## config.mk

```make
export PLATFORM = sky130hd
export DESIGN_NAME = adaptive_midpoint_level_tracker
export DESIGN_NICKNAME = d
export VERILOG_FILES = /design/src/amlt_pkg.sv /design/src/adaptive_midpoint_level_tracker.sv /design/src/amlt_ram.sv /design/src/amlt_ring.sv
export SDC_FILE = /design/constraint.sdc
export NUM_CORES = 1
export LEC_CHECK = 0
export BUFFER_PORTS_ARGS = -buffer_cell sky130_fd_sc_hd__buf_2
export CORE_MARGIN = 2
export CORE_UTILIZATION = 50
export CTS_BUF_LIST = sky130_fd_sc_hd__clkbuf_8
export DETAILED_ROUTE_END_ITERATION = 8
export GPL_TIMING_DRIVEN = 0
export PLACE_DENSITY_LB_ADDON = 0.2
export SLEW_MARGIN = 20
export SYNTH_ARGS = -nofsm -noshare
export SYNTH_HDL_FRONTEND = slang
export SYNTH_HIERARCHICAL = 1
export SYNTH_SLANG_ARGS = --single-unit
```

## constraint.sdc

```tcl
create_clock -name aclk -period 9.01 [get_ports aclk]
set_input_delay 0.901 -clock aclk [delete_from_list [all_inputs] [get_ports aclk]]
set_output_delay 0.901 -clock aclk [all_outputs]
set_load 0.1 [all_outputs]
```

## src/amlt_pkg.sv

```systemverilog
package amlt_pkg;

    localparam int SAMPLE_BITS = 16;
    localparam int AVG_DEPTH   = 8;

    localparam int SLOT_W  = $clog2(AVG_DEPTH);
    localparam int SUM_W   = SAMPLE_BITS + $clog2(AVG_DEPTH);

    // floor(u / AVG_DEPTH) == (u * RECIP) >> RECIP_SHIFT for every SUM_W-bit u
    localparam int RECIP_SHIFT = SUM_W + $clog2(AVG_DEPTH);
    localparam longint unsigned RECIP_FULL =
        ((64'd1 << RECIP_SHIFT) + 64'(AVG_DEPTH) - 64'd1) / 64'(AVG_DEPTH);
    localparam logic [SUM_W:0] RECIP = RECIP_FULL[SUM_W:0];
    localparam logic [SUM_W-1:0] AVG_BIAS = SUM_W'(AVG_DEPTH) << (SAMPLE_BITS - 1);

    localparam int PADDR_W = 3;
    localparam int PDATA_W = 32;

    typedef logic signed [SAMPLE_BITS-1:0] sample_t;
    typedef logic signed [SUM_W-1:0]       sum_t;

    localparam sample_t SAMPLE_MAX = {1'b0, {(SAMPLE_BITS-1){1'b1}}};
    localparam sample_t SAMPLE_MIN = {1'b1, {(SAMPLE_BITS-1){1'b0}}};

    typedef enum logic [PADDR_W-3:0] {
        REG_START_LEVEL = 1'b0
    } reg_idx_t;

    typedef enum logic [1:0] {
        CROSS_NONE = 2'd0,
        CROSS_RISE = 2'd1,
        CROSS_FALL = 2'd2
    } crossing_t;

    typedef struct packed {
        sample_t   midpoint;
        logic      level;
        crossing_t crossing;
        sample_t   peak_average;
        sample_t   valley_average;
    } result_t;

    function automatic sample_t midpoint(input sample_t a, input sample_t b);
        logic signed [SAMPLE_BITS:0] t;
        t = {a[SAMPLE_BITS-1], a} + {b[SAMPLE_BITS-1], b};
        return t[SAMPLE_BITS:1];
    endfunction

    // floor(sum / AVG_DEPTH): bias to unsigned, reciprocal multiply, unbias
    function automatic sample_t floor_avg(input sum_t sum);
        logic [SUM_W-1:0]       biased;
        logic [2*SUM_W:0]       prod;
        logic [SAMPLE_BITS-1:0] q;
        biased = $unsigned(sum) + AVG_BIAS;
        prod   = {{(SUM_W+1){1'b0}}, biased} * {{SUM_W{1'b0}}, RECIP};
        q      = prod[RECIP_SHIFT +: SAMPLE_BITS];
        return {~q[SAMPLE_BITS-1], q[SAMPLE_BITS-2:0]};
    endfunction

endpackage

```

## src/adaptive_midpoint_level_tracker.sv

```systemverilog
// Adaptive midpoint level tracker: one signed sample is accepted per clock while
// s_ready is high; its result word is registered in p1, then with the ring
// averages in the output buffer. Running max/min and the level are updated in
// the accept cycle; each peak/valley ring lives in a RAM whose next slot is
// prefetched, so a push replaces the evicted word in the running sum without a
// stall. Ring entries read as zero until written; no clearing pass runs after
// reset. A two-word buffer keeps s_ready high while m_ready stalls, until full.
module adaptive_midpoint_level_tracker
    import amlt_pkg::*;
(
    input  logic                   aclk,
    input  logic                   aresetn,

    input  logic                   s_valid,
    output logic                   s_ready,
    input  logic [SAMPLE_BITS-1:0] s_sample,

    output logic                   m_valid,
    input  logic                   m_ready,
    output logic [SAMPLE_BITS-1:0] m_midpoint,
    output logic                   m_level,
    output logic [1:0]             m_crossing,
    output logic [SAMPLE_BITS-1:0] m_peak_average,
    output logic [SAMPLE_BITS-1:0] m_valley_average,

    input  logic                   psel,
    input  logic                   penable,
    input  logic                   pwrite,
    input  logic [PADDR_W-1:0]     paddr,
    input  logic [PDATA_W-1:0]     pwdata,
    output logic [PDATA_W-1:0]     prdata,
    output logic                   pready
);

    logic      start_level_reg;
    logic      level_reg;
    sample_t   max_reg;
    sample_t   min_reg;

    logic      p1_valid_reg;
    sample_t   p1_mid_reg;
    logic      p1_level_reg;
    crossing_t p1_cross_reg;

    logic      out_valid_reg;
    result_t   out_reg;
    logic      skid_valid_reg;
    result_t   skid_reg;

    logic      accept;
    logic      cfg_wr;
    logic      p1_adv;
    sample_t   sample;
    sample_t   max_upd;
    sample_t   min_upd;
    sample_t   mid;
    logic      level_new;
    logic      rise;
    logic      fall;
    crossing_t cross_kind;
    sum_t      peak_sum;
    sum_t      valley_sum;
    result_t   res_new;

    assign pready = 1'b1;
    assign cfg_wr = psel && penable && pwrite && (paddr[PADDR_W-1:2] == REG_START_LEVEL);
    assign prdata = (paddr[PADDR_W-1:2] == REG_START_LEVEL) ?
                    {{(PDATA_W-1){1'b0}}, start_level_reg} : '0;

    assign s_ready = !p1_valid_reg || !skid_valid_reg;
    assign accept  = s_valid && s_ready;
    assign p1_adv  = p1_valid_reg && !skid_valid_reg;

    always_comb begin
        sample     = sample_t'(s_sample);
        max_upd    = (sample > max_reg) ? sample : max_reg;
        min_upd    = (sample < min_reg) ? sample : min_reg;
        mid        = midpoint(max_upd, min_upd);
        level_new  = level_reg ? !(sample < mid) : (sample > mid);
        rise       = !level_reg && level_new;
        fall       = level_reg && !level_new;
        cross_kind = rise ? CROSS_RISE : (fall ? CROSS_FALL : CROSS_NONE);
    end

    amlt_ring u_peak (
        .aclk      (aclk),
        .aresetn   (aresetn),
        .push      (accept && fall),
        .push_data (max_upd),
        .sum       (peak_sum)
    );

    amlt_ring u_valley (
        .aclk      (aclk),
        .aresetn   (aresetn),
        .push      (accept && rise),
        .push_data (min_upd),
        .sum       (valley_sum)
    );

    always_ff @(posedge aclk) begin
        if (!aresetn) begin
            start_level_reg <= 1'b0;
            level_reg       <= 1'b0;
            max_reg         <= SAMPLE_MIN;
            min_reg         <= SAMPLE_MAX;
        end else if (cfg_wr) begin
            start_level_reg <= pwdata[0];
            level_reg       <= pwdata[0];
        end else if (accept) begin
            level_reg <= level_new;
            max_reg   <= fall ? SAMPLE_MIN : max_upd;
            min_reg   <= rise ? SAMPLE_MAX : min_upd;
        end
    end

    always_ff @(posedge aclk) begin
        if (!aresetn) begin
            p1_valid_reg <= 1'b0;
        end else if (accept) begin
            p1_valid_reg <= 1'b1;
        end else if (p1_adv) begin
            p1_valid_reg <= 1'b0;
        end
    end

    always_ff @(posedge aclk) begin
        if (accept) begin
            p1_mid_reg   <= mid;
            p1_level_reg <= level_new;
            p1_cross_reg <= cross_kind;
        end
    end

    // ring sums still reflect the word in p1 until it moves on
    always_comb begin
        res_new.midpoint       = p1_mid_reg;
        res_new.level          = p1_level_reg;
        res_new.crossing       = p1_cross_reg;
        res_new.peak_average   = floor_avg(peak_sum);
        res_new.valley_average = floor_avg(valley_sum);
    end

    always_ff @(posedge aclk) begin
        if (!aresetn) begin
            out_valid_reg  <= 1'b0;
            skid_valid_reg <= 1'b0;
        end else if (!out_valid_reg || m_ready) begin
            if (skid_valid_reg) begin
                out_valid_reg  <= 1'b1;
                skid_valid_reg <= 1'b0;
            end else begin
                out_valid_reg <= p1_adv;
            end
        end else if (p1_adv) begin
            skid_valid_reg <= 1'b1;
        end
    end

    always_ff @(posedge aclk) begin
        if (!out_valid_reg || m_ready) begin
            if (skid_valid_reg) begin
                out_reg <= skid_reg;
            end else if (p1_adv) begin
                out_reg <= res_new;
            end
        end else if (p1_adv) begin
            skid_reg <= res_new;
        end
    end

    assign m_valid          = out_valid_reg;
    assign m_midpoint       = out_reg.midpoint;
    assign m_level          = out_reg.level;
    assign m_crossing       = out_reg.crossing;
    assign m_peak_average   = out_reg.peak_average;
    assign m_valley_average = out_reg.valley_average;

endmodule

```

## src/amlt_ram.sv

```systemverilog
module amlt_ram #(
    parameter int WIDTH = 16,
    parameter int DEPTH = 8
) (
    input  logic                     aclk,
    input  logic                     we,
    input  logic [$clog2(DEPTH)-1:0] waddr,
    input  logic [WIDTH-1:0]         wdata,
    input  logic [$clog2(DEPTH)-1:0] raddr,
    output logic [WIDTH-1:0]         rdata
);

    logic [WIDTH-1:0] mem_reg [DEPTH];
    logic [WIDTH-1:0] rdata_reg;

    always_ff @(posedge aclk) begin
        if (we) begin
            mem_reg[waddr] <= wdata;
        end
        rdata_reg <= mem_reg[raddr];
    end

    assign rdata = rdata_reg;

endmodule

```

## src/amlt_ring.sv

```systemverilog
module amlt_ring
    import amlt_pkg::*;
(
    input  logic    aclk,
    input  logic    aresetn,
    input  logic    push,
    input  sample_t push_data,
    output sum_t    sum
);

    logic [SLOT_W-1:0]    slot_reg;
    logic [SLOT_W-1:0]    slot_next;
    logic [SLOT_W-1:0]    slot_inc;
    logic [AVG_DEPTH-1:0] valid_reg;
    sum_t                 sum_reg;
    sum_t                 sum_next;
    logic [SAMPLE_BITS-1:0] rdata;
    sample_t              old_word;

    // next slot is prefetched so the evicted word is ready when a push comes
    amlt_ram #(
        .WIDTH (SAMPLE_BITS),
        .DEPTH (AVG_DEPTH)
    ) u_ram (
        .aclk  (aclk),
        .we    (push),
        .waddr (slot_reg),
        .wdata (push_data),
        .raddr (slot_next),
        .rdata (rdata)
    );

    always_comb begin
        slot_inc  = (slot_reg == SLOT_W'(AVG_DEPTH - 1)) ? '0 : slot_reg + 1'b1;
        slot_next = push ? slot_inc : slot_reg;
        old_word  = valid_reg[slot_reg] ? sample_t'(rdata) : '0;
        sum_next  = sum_reg;
        if (push) begin
            sum_next = sum_reg
                - {{(SUM_W-SAMPLE_BITS){old_word[SAMPLE_BITS-1]}}, old_word}
                + {{(SUM_W-SAMPLE_BITS){push_data[SAMPLE_BITS-1]}}, push_data};
        end
    end

    always_ff @(posedge aclk) begin
        if (!aresetn) begin
            slot_reg  <= '0;
            valid_reg <= '0;
            sum_reg   <= '0;
        end else begin
            slot_reg <= slot_next;
            sum_reg  <= sum_next;
            if (push) begin
                valid_reg[slot_reg] <= 1'b1;
            end
        end
    end

    assign sum = sum_reg;

endmodule

```

# Yosys cells after proc, flatten, opt, wreduce, memory -nomap -nowiden
# Memories as Yosys holds them, arrays and structs flattened. A register that Yosys moved wholly into a read port is not among the register bits.
# Cells that the tools add are included.
# op_classes
add_sub_neg,9
magnitude_cmp,8
n_eq_ne,2
muxes,32
bitwise_logic,8
reduce_logical,26
# ops
op,count
$mux W51,2
$mux W16,6
$add A19 B19 Y19,2
$add A19 B19 Y19 const B,2
$sub A19 B19 Y19,2
$gt A16 B16 Y1,2
$lt A16 B16 Y1,2
$add A16 B16 Y17,1
$or A8 B8 Y8,2
$mux W1,15
$mux W3,4
$logic_and A1 B1 Y1,11
$lt A3 B4 Y1 const B,2
$add A3 B1 Y3 const B,2
$bmux W1 S3,2
$demux W1 S3,2
$eq A3 B3 Y1 const B,2
$ge A3 B1 Y1 const B,2
$logic_not A1 Y1,6
$not A1 Y1,6
$reduce_and A2 Y1,3
$reduce_bool A2 Y1,3
$logic_or A1 B1 Y1,2
$mux W2,1
$reduce_or A2 Y1,1
# totals
ff_bits,218
ramBits,256
inputBits,58
out_inout_bits,86
wordCells,113
memories,2
# memory_table
name,depth,word_bits,read_ports,rd_ports_with_merged_regs,wr,line_no,source
u_peak.u_ram.mem_reg,8,16,1,1,1,amlt_ram.sv:13,logic [WIDTH-1:0] mem_reg [DEPTH];
u_valley.u_ram.mem_reg,8,16,1,1,1,amlt_ram.sv:13,

# Depth between registers and ports, before layout
# Gate-level depths: netlist (run 1).
# logic_depth
depth_word,11
ltp_mapped,38
mapped_depth_nobuf,34

# Modules after synthesis
# The synthesis (run 1) kept the hierarchy.
# by_module_without_submodules
module,instances,cells_each,area_each_um2,seq_area_each_um2
amlt_ram,2,214,5293.8,4164.0
adaptive_midpoint_level_tracker,1,718,8445.6,4374.2
amlt_ring (u_peak),1,339,2819.0,600.6
amlt_ring (u_valley),1,329,2711.4,600.6

# Least setup slack after synthesis (run 1)
# Ideal clock, no wire load.
# synth_timing
path_kind,input port to flip-flop
from,input s_sample[15]
to,register u_valley.u_ram.rdata_reg[1] (netlist: u_valley/u_ram/rdata[1]) (read register of u_valley.u_ram.mem_reg)
setup_time_ns,0.121
arrival_time_ns,9.096
t_required_ns,8.889
setup_slack_ns,-0.207
cell_stages,36
path_buffers,5
cell_sequence,ha_1 > nand4_2 > nor3_1 > or4_1 > o31a_1 > nor2_1 > clkbuf_1 > nor2_1 > nor2_1 > nand2_1 > fa_1 > inv_1 > a21oi_1 > o21bai_1 > nand3_1 > o211ai_1 > a311oi_1 > o21ai_0 > xor2_1 > inv_1 > ha_1 > nand3_1 > nor2_1 > and3_1 > o2111ai_1 > a21oi_1 > nor3_1 > o311ai_4 > buf_6 > nor2_1 > clkbuf_1 > mux2_2 > buf_6 > buf_6 > mux4_1 > mux2_2
# synth_between
elab_chain_cells,9
word_cells_on_any_way,12
cone_classes,1 x add/sub; 4 x order compare; 4 x mux; 3 x reduce/logical
# synth_rtl
item,line_no,source
"start, declared",adaptive_midpoint_level_tracker.sv:16,"input logic [SAMPLE_BITS-1:0] s_sample,"
$gt A16 B16 Y1 *,adaptive_midpoint_level_tracker.sv:76,max_upd = (sample > max_reg) ? sample : max_reg;
$mux W16 *,adaptive_midpoint_level_tracker.sv:76,
net max_upd[0],adaptive_midpoint_level_tracker.sv:54,sample_t max_upd;
$add A16 B16 Y17 *,amlt_pkg.sv:45,"t = {a[SAMPLE_BITS-1], a} + {b[SAMPLE_BITS-1], b};"
net mid[13],adaptive_midpoint_level_tracker.sv:56,sample_t mid;
$lt A16 B16 Y1,adaptive_midpoint_level_tracker.sv:79,level_new = level_reg ? !(sample < mid) : (sample > mid);
$logic_not A1 Y1,adaptive_midpoint_level_tracker.sv:79,
$mux W1 *,adaptive_midpoint_level_tracker.sv:79,
$logic_and A1 B1 Y1 *,adaptive_midpoint_level_tracker.sv:80,rise = !level_reg && level_new;
$logic_and A1 B1 Y1 *,adaptive_midpoint_level_tracker.sv:96,".push (accept && rise),"
$mux W3 *,amlt_ring.sv:35,slot_next = push ? slot_inc : slot_reg;
net u_valley.slot_next[0],amlt_ring.sv:12,logic [SLOT_W-1:0] slot_next;
"end, declared",amlt_ram.sv:14,logic [WIDTH-1:0] rdata_reg;
# The timed path passes the listed nets; every way through them passes the cells marked *.
# A chain may end at the register's enable or synchronous reset.

# Worst setup path after layout (run 1)
# layout_timing
from,input s_sample[15]
to,register u_peak.u_ram.rdata_reg[7] (netlist: u_peak/u_ram/rdata[7]) (read register of u_peak.u_ram.mem_reg)
# layout_between
elab_chain_cells,10
word_cells_on_any_way,13
cone_classes,1 x add/sub; 4 x order compare; 4 x mux; 4 x reduce/logical
# layout_rtl
item,line_no,source
$gt A16 B16 Y1 *,adaptive_midpoint_level_tracker.sv:76,
$mux W16 *,adaptive_midpoint_level_tracker.sv:76,
net max_upd[3],adaptive_midpoint_level_tracker.sv:54,
$add A16 B16 Y17 *,amlt_pkg.sv:45,
$lt A16 B16 Y1,adaptive_midpoint_level_tracker.sv:79,
$logic_not A1 Y1,adaptive_midpoint_level_tracker.sv:79,
$mux W1 *,adaptive_midpoint_level_tracker.sv:79,
$logic_not A1 Y1 *,adaptive_midpoint_level_tracker.sv:81,fall = level_reg && !level_new;
$logic_and A1 B1 Y1 *,adaptive_midpoint_level_tracker.sv:81,
$logic_and A1 B1 Y1 *,adaptive_midpoint_level_tracker.sv:88,".push (accept && fall),"
$mux W3 *,amlt_ring.sv:35,
net u_peak.slot_next[0],amlt_ring.sv:12,
"end, declared",amlt_ram.sv:14,
# Marks and branches as above.

==> run_results.csv, run 1 <==
group,metric,value,unit
power,leakage,0.0111,µW
synthesis,synth_seq_area_share,0.566,
floorplanning,die_x,226,µm
floorplanning,dieArea,50900,µm²
placed_design,io_buffers,78,
grt,grt_max_degree,52,
final_layout,regArea,13900,µm²
clock_tree,cts_buffers,84,
clock_tree,cts_buffer_depth,3,
worst_setup_path,endpoint_kind,"flip-flop",
placed_design,hpwlAfterDp,40800,µm
floorplanning,row_count,81,
final_layout,area_delta_synth_final,15.1,%
synthesis,synthArstFlopShare,0,
drt,ant_nets,0,
floorplanning,start_util,0.504,
grt,grtUsageTotal,0.228,
synthesis,yosysMostFrequentCell,"edfxtp_1",
power,p_per_area,366,nW/µm²
timing,layout_min_cycle_time,8690,ps
run_status,status,"finished clean",
synthesis,netlist_top_cells_count,"edfxtp_1 (377), inv_1 (212), dfxtp_1 (129)",
drt,wl_met1,27600,µm
synthesis,ys_ff_latch,506,
synthesis,yosysTopAreaCellShare,0.461,
worst_setup_path,crit_type,"in2reg",
placed_design,post-place-ws,-2650,ps
timing,fin_setup_tns,0,ps
clock_tree,cts_root_buf,"clkbuf_8",
drt,wire_per_inst,20.2,µm
worst_setup_path,slowest_stage,"o41a_1",
placed_design,place_congestion,0.861,
worst_setup_path,required,9550,ps
final_layout,nFillCells,3893,
timing,slew_viol_final,0,
worst_setup_path,startpoint_type,"input port",
synthesis,synth.area.top_cells,"edfxtp_1 (46%), dfxtp_1 (11%), mux4_1 (6.0%)",
worst_setup_path,arrival,9230,ps
synthesis,synth-main-ff-cell,"edfxtp_1",
floorplanning,ios,144,
drt,post-route-drc-count,0,
placed_design,placed_cells,2620,
synthesis,ys.warnings.count,6,
timing,worst_pin_slew,916,ps
final_layout,antenna_cells,0,
grt,grt_pass1_wl,86900,µm
drt,viasPerCell,5.40,
clock_tree,clk_latency,690,ps
synthesis,syn_inst,1814,
timing,relSlewSlack,0.386,
timing,finalHoldViolCount,0,
run,maxCapViolations,0,
drt,wl_met3,3730,µm
final_layout,final_cell_count_no_fill,2793,
grt,grt_pass1_vias,14950,
drt,wl,56400,µm
clock_tree,cts_hold_buf,0,
final_layout,multi_input_area,9620,µm²
worst_setup_path,cp_max_fo,10,
clock_tree,cts_tree,"done",
synthesis,yosysTopAreaCell,"edfxtp_1",
drt,drtIter0Drc,1175,
synthesis,synth_edf_count,377,
power,ir_worst_vdd,0.154,mV
timing,setup_violations,0,
synthesis,syn_area,24600,µm²
final_layout,drive_gt1_frac,0.231,
timing,finClkSkew,33.1,ps
clock_tree,clk_pin_slew,60,ps
drt,vias,15086,
worst_setup_path,critPathMostFrequentCell,"ha_1",
power,p_total,10300,µW
timing,clock.fmax,115,MHz
grt,grt_overflow,0,
worst_setup_path,critPathMaxStageDelay,550,ps
clock_tree,htreeDepth,3,
drt,top_layer_used,"met4",
drt,firstDrtPassIters,7,
synthesis,synth_area_per_cell,13.5,µm²
clock_tree,clock-sinks,506,
floorplanning,die_height,226,µm
floorplanning,core,48700,µm²
synthesis,synth_cell_type_count,84,
timing,min_period_over_period,0.964,
final_layout,num-nets-final,2258,
drt,dr_wl_met2,24200,µm
hold_path,hp-class,"reg2reg",
grt,antenna_found_initial,0,
timing,fin_ws,324,ps
layout by cell type (no fill, tap or decap), types with 8 or more instances in the layout:
cell type  instances
a21o_1            27
a21oi_1           47
a22oi_2            8
a31oi_1            9
and2_1            13
buf_2             92
buf_4             64
buf_6             20
buf_8             12
clkbuf_1          29
clkbuf_8          89
clkinv_1          13
clkinv_2           8
conb_1            32
dfxtp_1          129
edfxtp_1         377
fa_1              37
ha_1             105
inv_1            240
mux2_2            94
mux2i_1           36
mux4_1            56
mux4_2            12
nand2_1           90
nand2b_1          23
nand3_1           27
nand4_1           12
nor2_1            58
nor2_2            12
nor2b_1           56
nor3_1            10
o211ai_1           9
o21a_1            28
o21ai_0           29
o21ai_1           21
o21ai_2           12
xnor2_1           27
xor2_1            14
report_power, final:
part           internal (µW)  leakage [µW]  switching (µW)
Sequential              3040       0.00453             154
Clock                   1040      0.000970             930
Combinational           2100       0.00564            3080
worst max-delay path, delay by kind of cell:
family | cells | cell delay (ps)
xor+xnor | 1 | 230
simple gates | 10 | 2240
compound gates | 9 | 2070
mux | 4 | 1460
fa+ha+maj | 3 | 1070
buf+inv | 7 | 1250
per-stage QoR:
step | instance area, µm² | hold slack, ps | utilization
after floorplan | 24700 | 422 | -
final | 28300 | 435 | 0.580
after global placement | 25900 | 429 | 0.531
after CTS | 28100 | 429 | 0.577
after detailed placement | 26400 | 432 | 0.541
after global routing | 28300 | 449 | 0.580
layer usage:
| layer | up-vias | track usage |
|---|---|---|
| met5 | - | 0 |
| met4 | 0 | 0.0694 |
| met3 | 54 | 0.0423 |
| met2 | 464 | 0.329 |
| met1 | 7474 | 0.350 |
| li1 | 7094 | - |
worst paths after layout:
path / start / end / slack [ps] / cells after the start
max: s_sample[15] / u_peak/u_ram/rdata[7]$_DFF_P_ / 320 / 34
min: p1_mid_reg[10]$_DFFE_PP_ / skid_reg[45]$_DFFE_PP_ / 440 / 0
max reg2reg: max_reg[15]$_SDFFE_PN1P_ / u_peak/u_ram/rdata[7]$_DFF_P_ / 380 / 34
min reg2reg: p1_mid_reg[10]$_DFFE_PP_ / skid_reg[45]$_DFFE_PP_ / 440 / 0
cell type report:
class,instances,share of cell area
Buffer,94,0.0207
Multi-Input combinational cell,1031,0.340
Sequential cell,506,0.492
Timing Repair Buffer,129,0.0317
Inverter,212,0.0281
Clock inverter,68,0.0152
Tap cell,664,0.0294
Clock buffer,89,0.0433
cells by family after synthesis:
logic type,after synthesis,share of synthesized area
xor gates and xnor gates,41,0.0146
other,2,0.000306
buffers and inverters,307,0.0553
DFF,506,0.566
adders and majority gates,142,0.0836
and+or+nand+nor,348,0.0726
muxes,200,0.130
AOI/OAI and AO/OA,268,0.0779
timing repair:
item / 4_1_cts / 5_1_grt
endpoints found under the hold margin: 0 / 0
pin swaps: 4 / 3
buffers inserted: 7 / 10
resized for setup: 21 / 30
setup endpoints to repair: 348 / 174
No activity file was read; power rests on OpenSTA's default activity.
==> run 2: changes to the inputs <==
--- a/config.mk
+++ b/config.mk
@@ -11,7 +11,8 @@
 export CTS_BUF_LIST = sky130_fd_sc_hd__clkbuf_8
 export DETAILED_ROUTE_END_ITERATION = 8
 export GPL_TIMING_DRIVEN = 0
-export PLACE_DENSITY_LB_ADDON = 0.2
+export MAX_ROUTING_LAYER = met4
+export PLACE_DENSITY = 0.69
 export SLEW_MARGIN = 20
 export SYNTH_ARGS = -nofsm -noshare
 export SYNTH_HDL_FRONTEND = slang
==> run 2 against run 1 <==
Global-route usage down 0.42 points. Critical endpoint is now u_valley/u_ram/rdata[9]$_DFF_P_. Highest routed layer unchanged. Cell area down 0.30%. Sequential share of layout area up 0.15 points. Critical path depth up 1. Largest power group unchanged. Worst setup slack worse by 36 ps.
==> run_results.csv, run 2 (synthesis gave the netlist of run 1 again) <==
group,metric,value,unit
run_status,status,"finished clean",
timing,min_period_over_period,0.968,
floorplanning,die_height,226,µm
worst_setup_path,crit_type,"in2reg",
worst_setup_path,path_buf_inv,10,
timing,layout_min_cycle_time,8720,ps
worst_setup_path,slowest_stage,"or4_1",
worst_setup_path,reg2reg_depth,35,
floorplanning,core,48700,µm²
worst_setup_path,crit_family,"compound AO/OA/AOI/OAI gates",
timing,worst_pin_slew,1080,ps
timing,clock.fmax,115,MHz
worst_setup_path,r2r-start,"max_reg[11]$_SDFFE_PN0P_",
final_layout,final_common_cell,"edfxtp_1",
placed_design,placed_cells,2620,
worst_setup_path,critPathMostFrequentCell,"nor2_1",
drt,vias,15047,
clock_tree,clk_pin_slew,60,ps
hold_path,whs_endpoint,"skid_reg[33]$_DFFE_PP_",
clock_tree,clock-sinks,506,
drt,wire_per_inst,19.4,µm
worst_setup_path,critPathMaxStageDelay,520,ps
clock_tree,cts_buffer_depth,3,
floorplanning,dieArea,50900,µm²
final_layout,antenna_cells,0,
timing,finalHoldViolCount,0,
worst_setup_path,crit_start,"s_sample[11]",
hold_path,hp-class,"reg2reg",
floorplanning,die_x,226,µm
drt,post-route-drc-count,0,
grt,grtUsageTotal,0.224,
timing,rsz0062_at_grt,"no",
worst_setup_path,r2r-end,"u_valley/u_ram/rdata[9]$_DFF_P_",
clock_tree,clk_latency,670,ps
placed_design,place_area,26300,µm²
power,p_per_area,364,nW/µm²
placed_design,io_buffers,78,
final_layout,area_delta_synth_final,14.8,%
hold_path,min_from,"p1_cross_reg[1]$_SDFFCE_PP0P_",
power,ir_worst_vdd,0.147,mV
worst_setup_path,crit_cells,35,
drt,viasPerCell,5.40,
grt,grt_pass1_wl,83600,µm
final_layout,final_cell_count_no_fill,2786,
clock_tree,cts_root_buf,"clkbuf_8",
clock_tree,cts_hold_buf,0,
floorplanning,row_count,81,
placed_design,place_congestion,0.890,
clock_tree,htreeDepth,3,
drt,drtIter0Drc,1007,
timing,slew_viol_final,0,
drt,ant_nets,0,
grt,grt_pass1_vias,14861,
clock_tree,cts_buffers,83,
worst_setup_path,startpoint_type,"input port",
grt,antenna_found_initial,0,
grt,grt_overflow,0,
power,leakage,0.0111,µW
run,maxCapViolations,0,
worst_setup_path,endpoint_kind,"flip-flop",
worst_setup_path,r2r_setup_slack,330,ps
drt,wl,53900,µm
timing,finClkSkew,23.8,ps
final_layout,layout_common_cells,"edfxtp_1 (377), inv_1 (235), dfxtp_1 (129)",
timing,relSlewSlack,0.276,
worst_setup_path,arrival,9280,ps
final_layout,design_area,28200,µm²
worst_setup_path,cp_max_fo,10,
drt,firstDrtPassIters,5,
worst_setup_path,required,9560,ps
hold_path,holdPathStages,0,
clock_tree,cts_tree,"done",
final_layout,drive_gt1_frac,0.230,
placed_design,hpwlAfterDp,39100,µm
timing,setup_violations,0,
final_layout,num-nets-final,2252,
floorplanning,start_util,0.504,
grt,grt_max_degree,52,
floorplanning,ios,144,
run 2: report_power, final:
group	leakage [µW]	switching, µW	total (µW)	internal (µW)
Sequential	0.00453	161	3200	3040
Clock	0.000941	898	1910	1010
Combinational	0.00559	3050	5140	2090
run 2: worst max path at each step:
stage                                               to
2_1_floorplan          u_valley/u_ram/rdata[1]$_DFF_P_
3_3_place_gp   u_valley/u_ram/mem_reg[0][11]$_DFFE_PP_
3_5_place_dp          u_valley/u_ram/rdata[11]$_DFF_P_
4_1_cts               u_valley/u_ram/rdata[11]$_DFF_P_
5_1_grt                u_valley/u_ram/rdata[4]$_DFF_P_
6_report               u_valley/u_ram/rdata[9]$_DFF_P_
run 2: layer usage:
metal,part of all wire,global-route usage,wire [µm]
met2,0.43,0.319,23200
met3,0.069,0.0401,3700
met5,0,-,0
met1,0.48,0.326,25900
met4,0.022,0.0714,1180
run 2: cell type report:
class	count	area, µm²
clock buffers	93	1280
repair buffers	125	830
clock inverters	62	338
inverters	212	796
well taps	664	831
multi-input cells	1031	9650
flip-flops and latches	506	13900
plain buffers	93	578
fillers	3835	20500
run 2: metrics by stage:
step / power [µW] / hold slack, ps / TNS (ps) / utilization / worst slack (ps)
2_1_floorplan: 6950 / 422 / 0 / - / 111
3_3_place_gp: 8000 / 432 / -812340 / 0.531 / -3170
3_5_place_dp: 8150 / 436 / -612630 / 0.540 / -2760
4_1_cts: 10200 / 452 / -24.9 / 0.575 / -24.9
5_1_grt: 10900 / 462 / 0 / 0.579 / 14.6
6_report: 10300 / 448 / 0 / 0.579 / 288
run 2: what timing repair did:
item,in CTS,in global routing
cloned,0,0
setup buffers,4,9
setup endpoints to repair,349,99
pin swaps,3,5
endpoints found under the hold margin,0,0
resized for setup,27,30
==> run 3: changes to the inputs <==
--- a/config.mk
+++ b/config.mk
@@ -10,9 +10,8 @@
 export CORE_UTILIZATION = 50
 export CTS_BUF_LIST = sky130_fd_sc_hd__clkbuf_8
 export DETAILED_ROUTE_END_ITERATION = 8
-export GPL_TIMING_DRIVEN = 0
-export MAX_ROUTING_LAYER = met4
 export PLACE_DENSITY = 0.69
+export SETUP_SLACK_MARGIN = 0.1
 export SLEW_MARGIN = 20
 export SYNTH_ARGS = -nofsm -noshare
 export SYNTH_HDL_FRONTEND = slang
==> run 3 against run 2 <==
Worst hold slack worse by 1.0 ps. Largest power group unchanged. Utilization down 0.60 points. Power down 1.2%. Flip-flop and latch count unchanged. Die area unchanged.
==> run_results.csv, run 3 (synthesis gave the netlist of run 1 again) <==
group,metric,value,unit
clock_tree,htreeDepth,3,
worst_setup_path,endpoint_kind,"flip-flop",
placed_design,io_buffers,78,
placed_design,hpwlAfterDp,36800,µm
power,power.switching,4010,µW
final_layout,num-nets-final,2205,
timing,relSlewSlack,0.448,
final_layout,final_util,0.573,
placed_design,place_congestion,0.865,
drt,ant_nets,0,
hold_path,hp-class,"reg2reg",
worst_setup_path,critPathMaxStageDelay,530,ps
clock_tree,clk_latency,660,ps
timing,min_period_over_period,0.924,
grt,grt_pass1_vias,14657,
clock_tree,cts_hold_buf,0,
floorplanning,dieArea,50900,µm²
clock_tree,cts_buffer_depth,3,
power,pwr-share-comb,0.496,
worst_setup_path,required,9530,ps
timing,worst_pin_slew,828,ps
power,p_seq_frac,0.317,
worst_setup_path,critPathMostFrequentCell,"ha_1",
clock_tree,clock-sinks,506,
run,maxCapViolations,0,
floorplanning,start_util,0.504,
clock_tree,ctsResizeCount,0,
power,p_clk_frac,0.187,
timing,finClkSkew,28.4,ps
timing,rsz0062_at_grt,"no",
power,switching_share,0.396,
worst_setup_path,cp_max_fo,33,
worst_setup_path,startpoint_type,"flip-flop",
drt,wl,52700,µm
drt,viasPerCell,5.43,
final_layout,nFillCells,3850,
timing,fin_setup_tns,0,ps
worst_setup_path,crit_type,"reg2reg",
floorplanning,ios,144,
drt,drtIter0Drc,1275,
final_layout,design_area,27900,µm²
grt,grtUsageTotal,0.211,
floorplanning,die_x,226,µm
drt,wire_per_inst,19.3,µm
timing,hold_slack,447,ps
timing,finalHoldViolCount,0,
clock_tree,cts_tree,"done",
grt,antenna_found_initial,0,
power,p_per_area,363,nW/µm²
worst_setup_path,slowest_stage,"or4_1",
power,intPower,6120,µW
final_layout,drive_gt1_frac,0.208,
drt,post-route-drc-count,0,
floorplanning,core,48700,µm²
worst_setup_path,arrival,8850,ps
clock_tree,cts_buffers,79,
final_layout,area_delta_synth_final,13.6,%
timing,slew_viol_final,0,
drt,firstDrtPassIters,6,
clock_tree,cts_setup_buffers,0,
power,leakage,0.0109,µW
run_status,status,"finished clean",
clock_tree,clk_pin_slew,60,ps
final_layout,antenna_cells,0,
floorplanning,row_count,81,
timing,clock.fmax,120,MHz
clock_tree,cts_root_buf,"clkbuf_8",
power,p_total,10100,µW
final_layout,final_common_cell,"edfxtp_1",
final_layout,layout_common_cells,"edfxtp_1 (377), inv_1 (236), dfxtp_1 (128)",
grt,grt_pass1_wl,81800,µm
grt,grt_max_degree,77,
placed_design,place_area,26300,µm²
power,ir_worst_vdd,0.174,mV
timing,layout_min_cycle_time,8320,ps
timing,setup_violations,0,
drt,vias,14863,
floorplanning,die_height,226,µm
grt,grt_overflow,0,
run 3: final cells by class:
class | instances | area, µm² | share of cell area
Clock buffer | 86 | 1180 | 0.0424
Clock inverter | 61 | 383 | 0.0137
Inverter | 212 | 796 | 0.0285
Multi-Input combinational cell | 1031 | 9460 | 0.339
Sequential cell | 506 | 13900 | 0.498
Tap cell | 664 | 831 | 0.0298
Timing Repair Buffer | 175 | 1360 | 0.0486
run 3: final timing paths:
check,cells after the start,startpoint,slack [ps],to
worst min-delay path,0,p1_mid_reg[11]$_DFFE_PP_,450,skid_reg[46]$_DFFE_PP_
worst min register to register,0,p1_mid_reg[11]$_DFFE_PP_,450,skid_reg[46]$_DFFE_PP_
worst max-delay path,33,max_reg[15]$_SDFFE_PN1P_,690,u_peak/u_ram/rdata[3]$_DFF_P_
worst max register to register,33,max_reg[15]$_SDFFE_PN1P_,690,u_peak/u_ram/rdata[3]$_DFF_P_
run 3: metrics by stage:
step	instances	setup slack (ps)
global placement	2588	339
finish	2735	687
detailed placement	2588	207
global route	2735	330
CTS	2735	815
floorplan	1844	111
run 3: power groups by stage:
stage / sequential, µW / clock, µW / combinational, µW
after detailed placement: 3260 / 0 / 4960
final: 3210 / 1890 / 5020
after global placement: 3240 / 0 / 4830
after floorplan: 3370 / 0 / 3580
after CTS: 3210 / 1950 / 4990
after global routing: 3250 / 2050 / 5520
run 3: per-layer routing:
metal | wire [µm] | global-route usage
met3 | 3420 | 0.0366
met1 | 25400 | 0.320
met2 | 22900 | 0.311
met5 | 0 | 0
met4 | 986 | 0.0675
run 3: worst max-delay path: cells and delay by family (launching register included):
kind / cells / cell delay (ps)
xor gates and xnor gates: 1 / 180
AOI/OAI and AO/OA: 11 / 2260
DFF: 1 / 330
muxes: 4 / 1390
buffers and inverters: 4 / 630
and+or+nand+nor: 10 / 2370
adders and majority gates: 3 / 1000
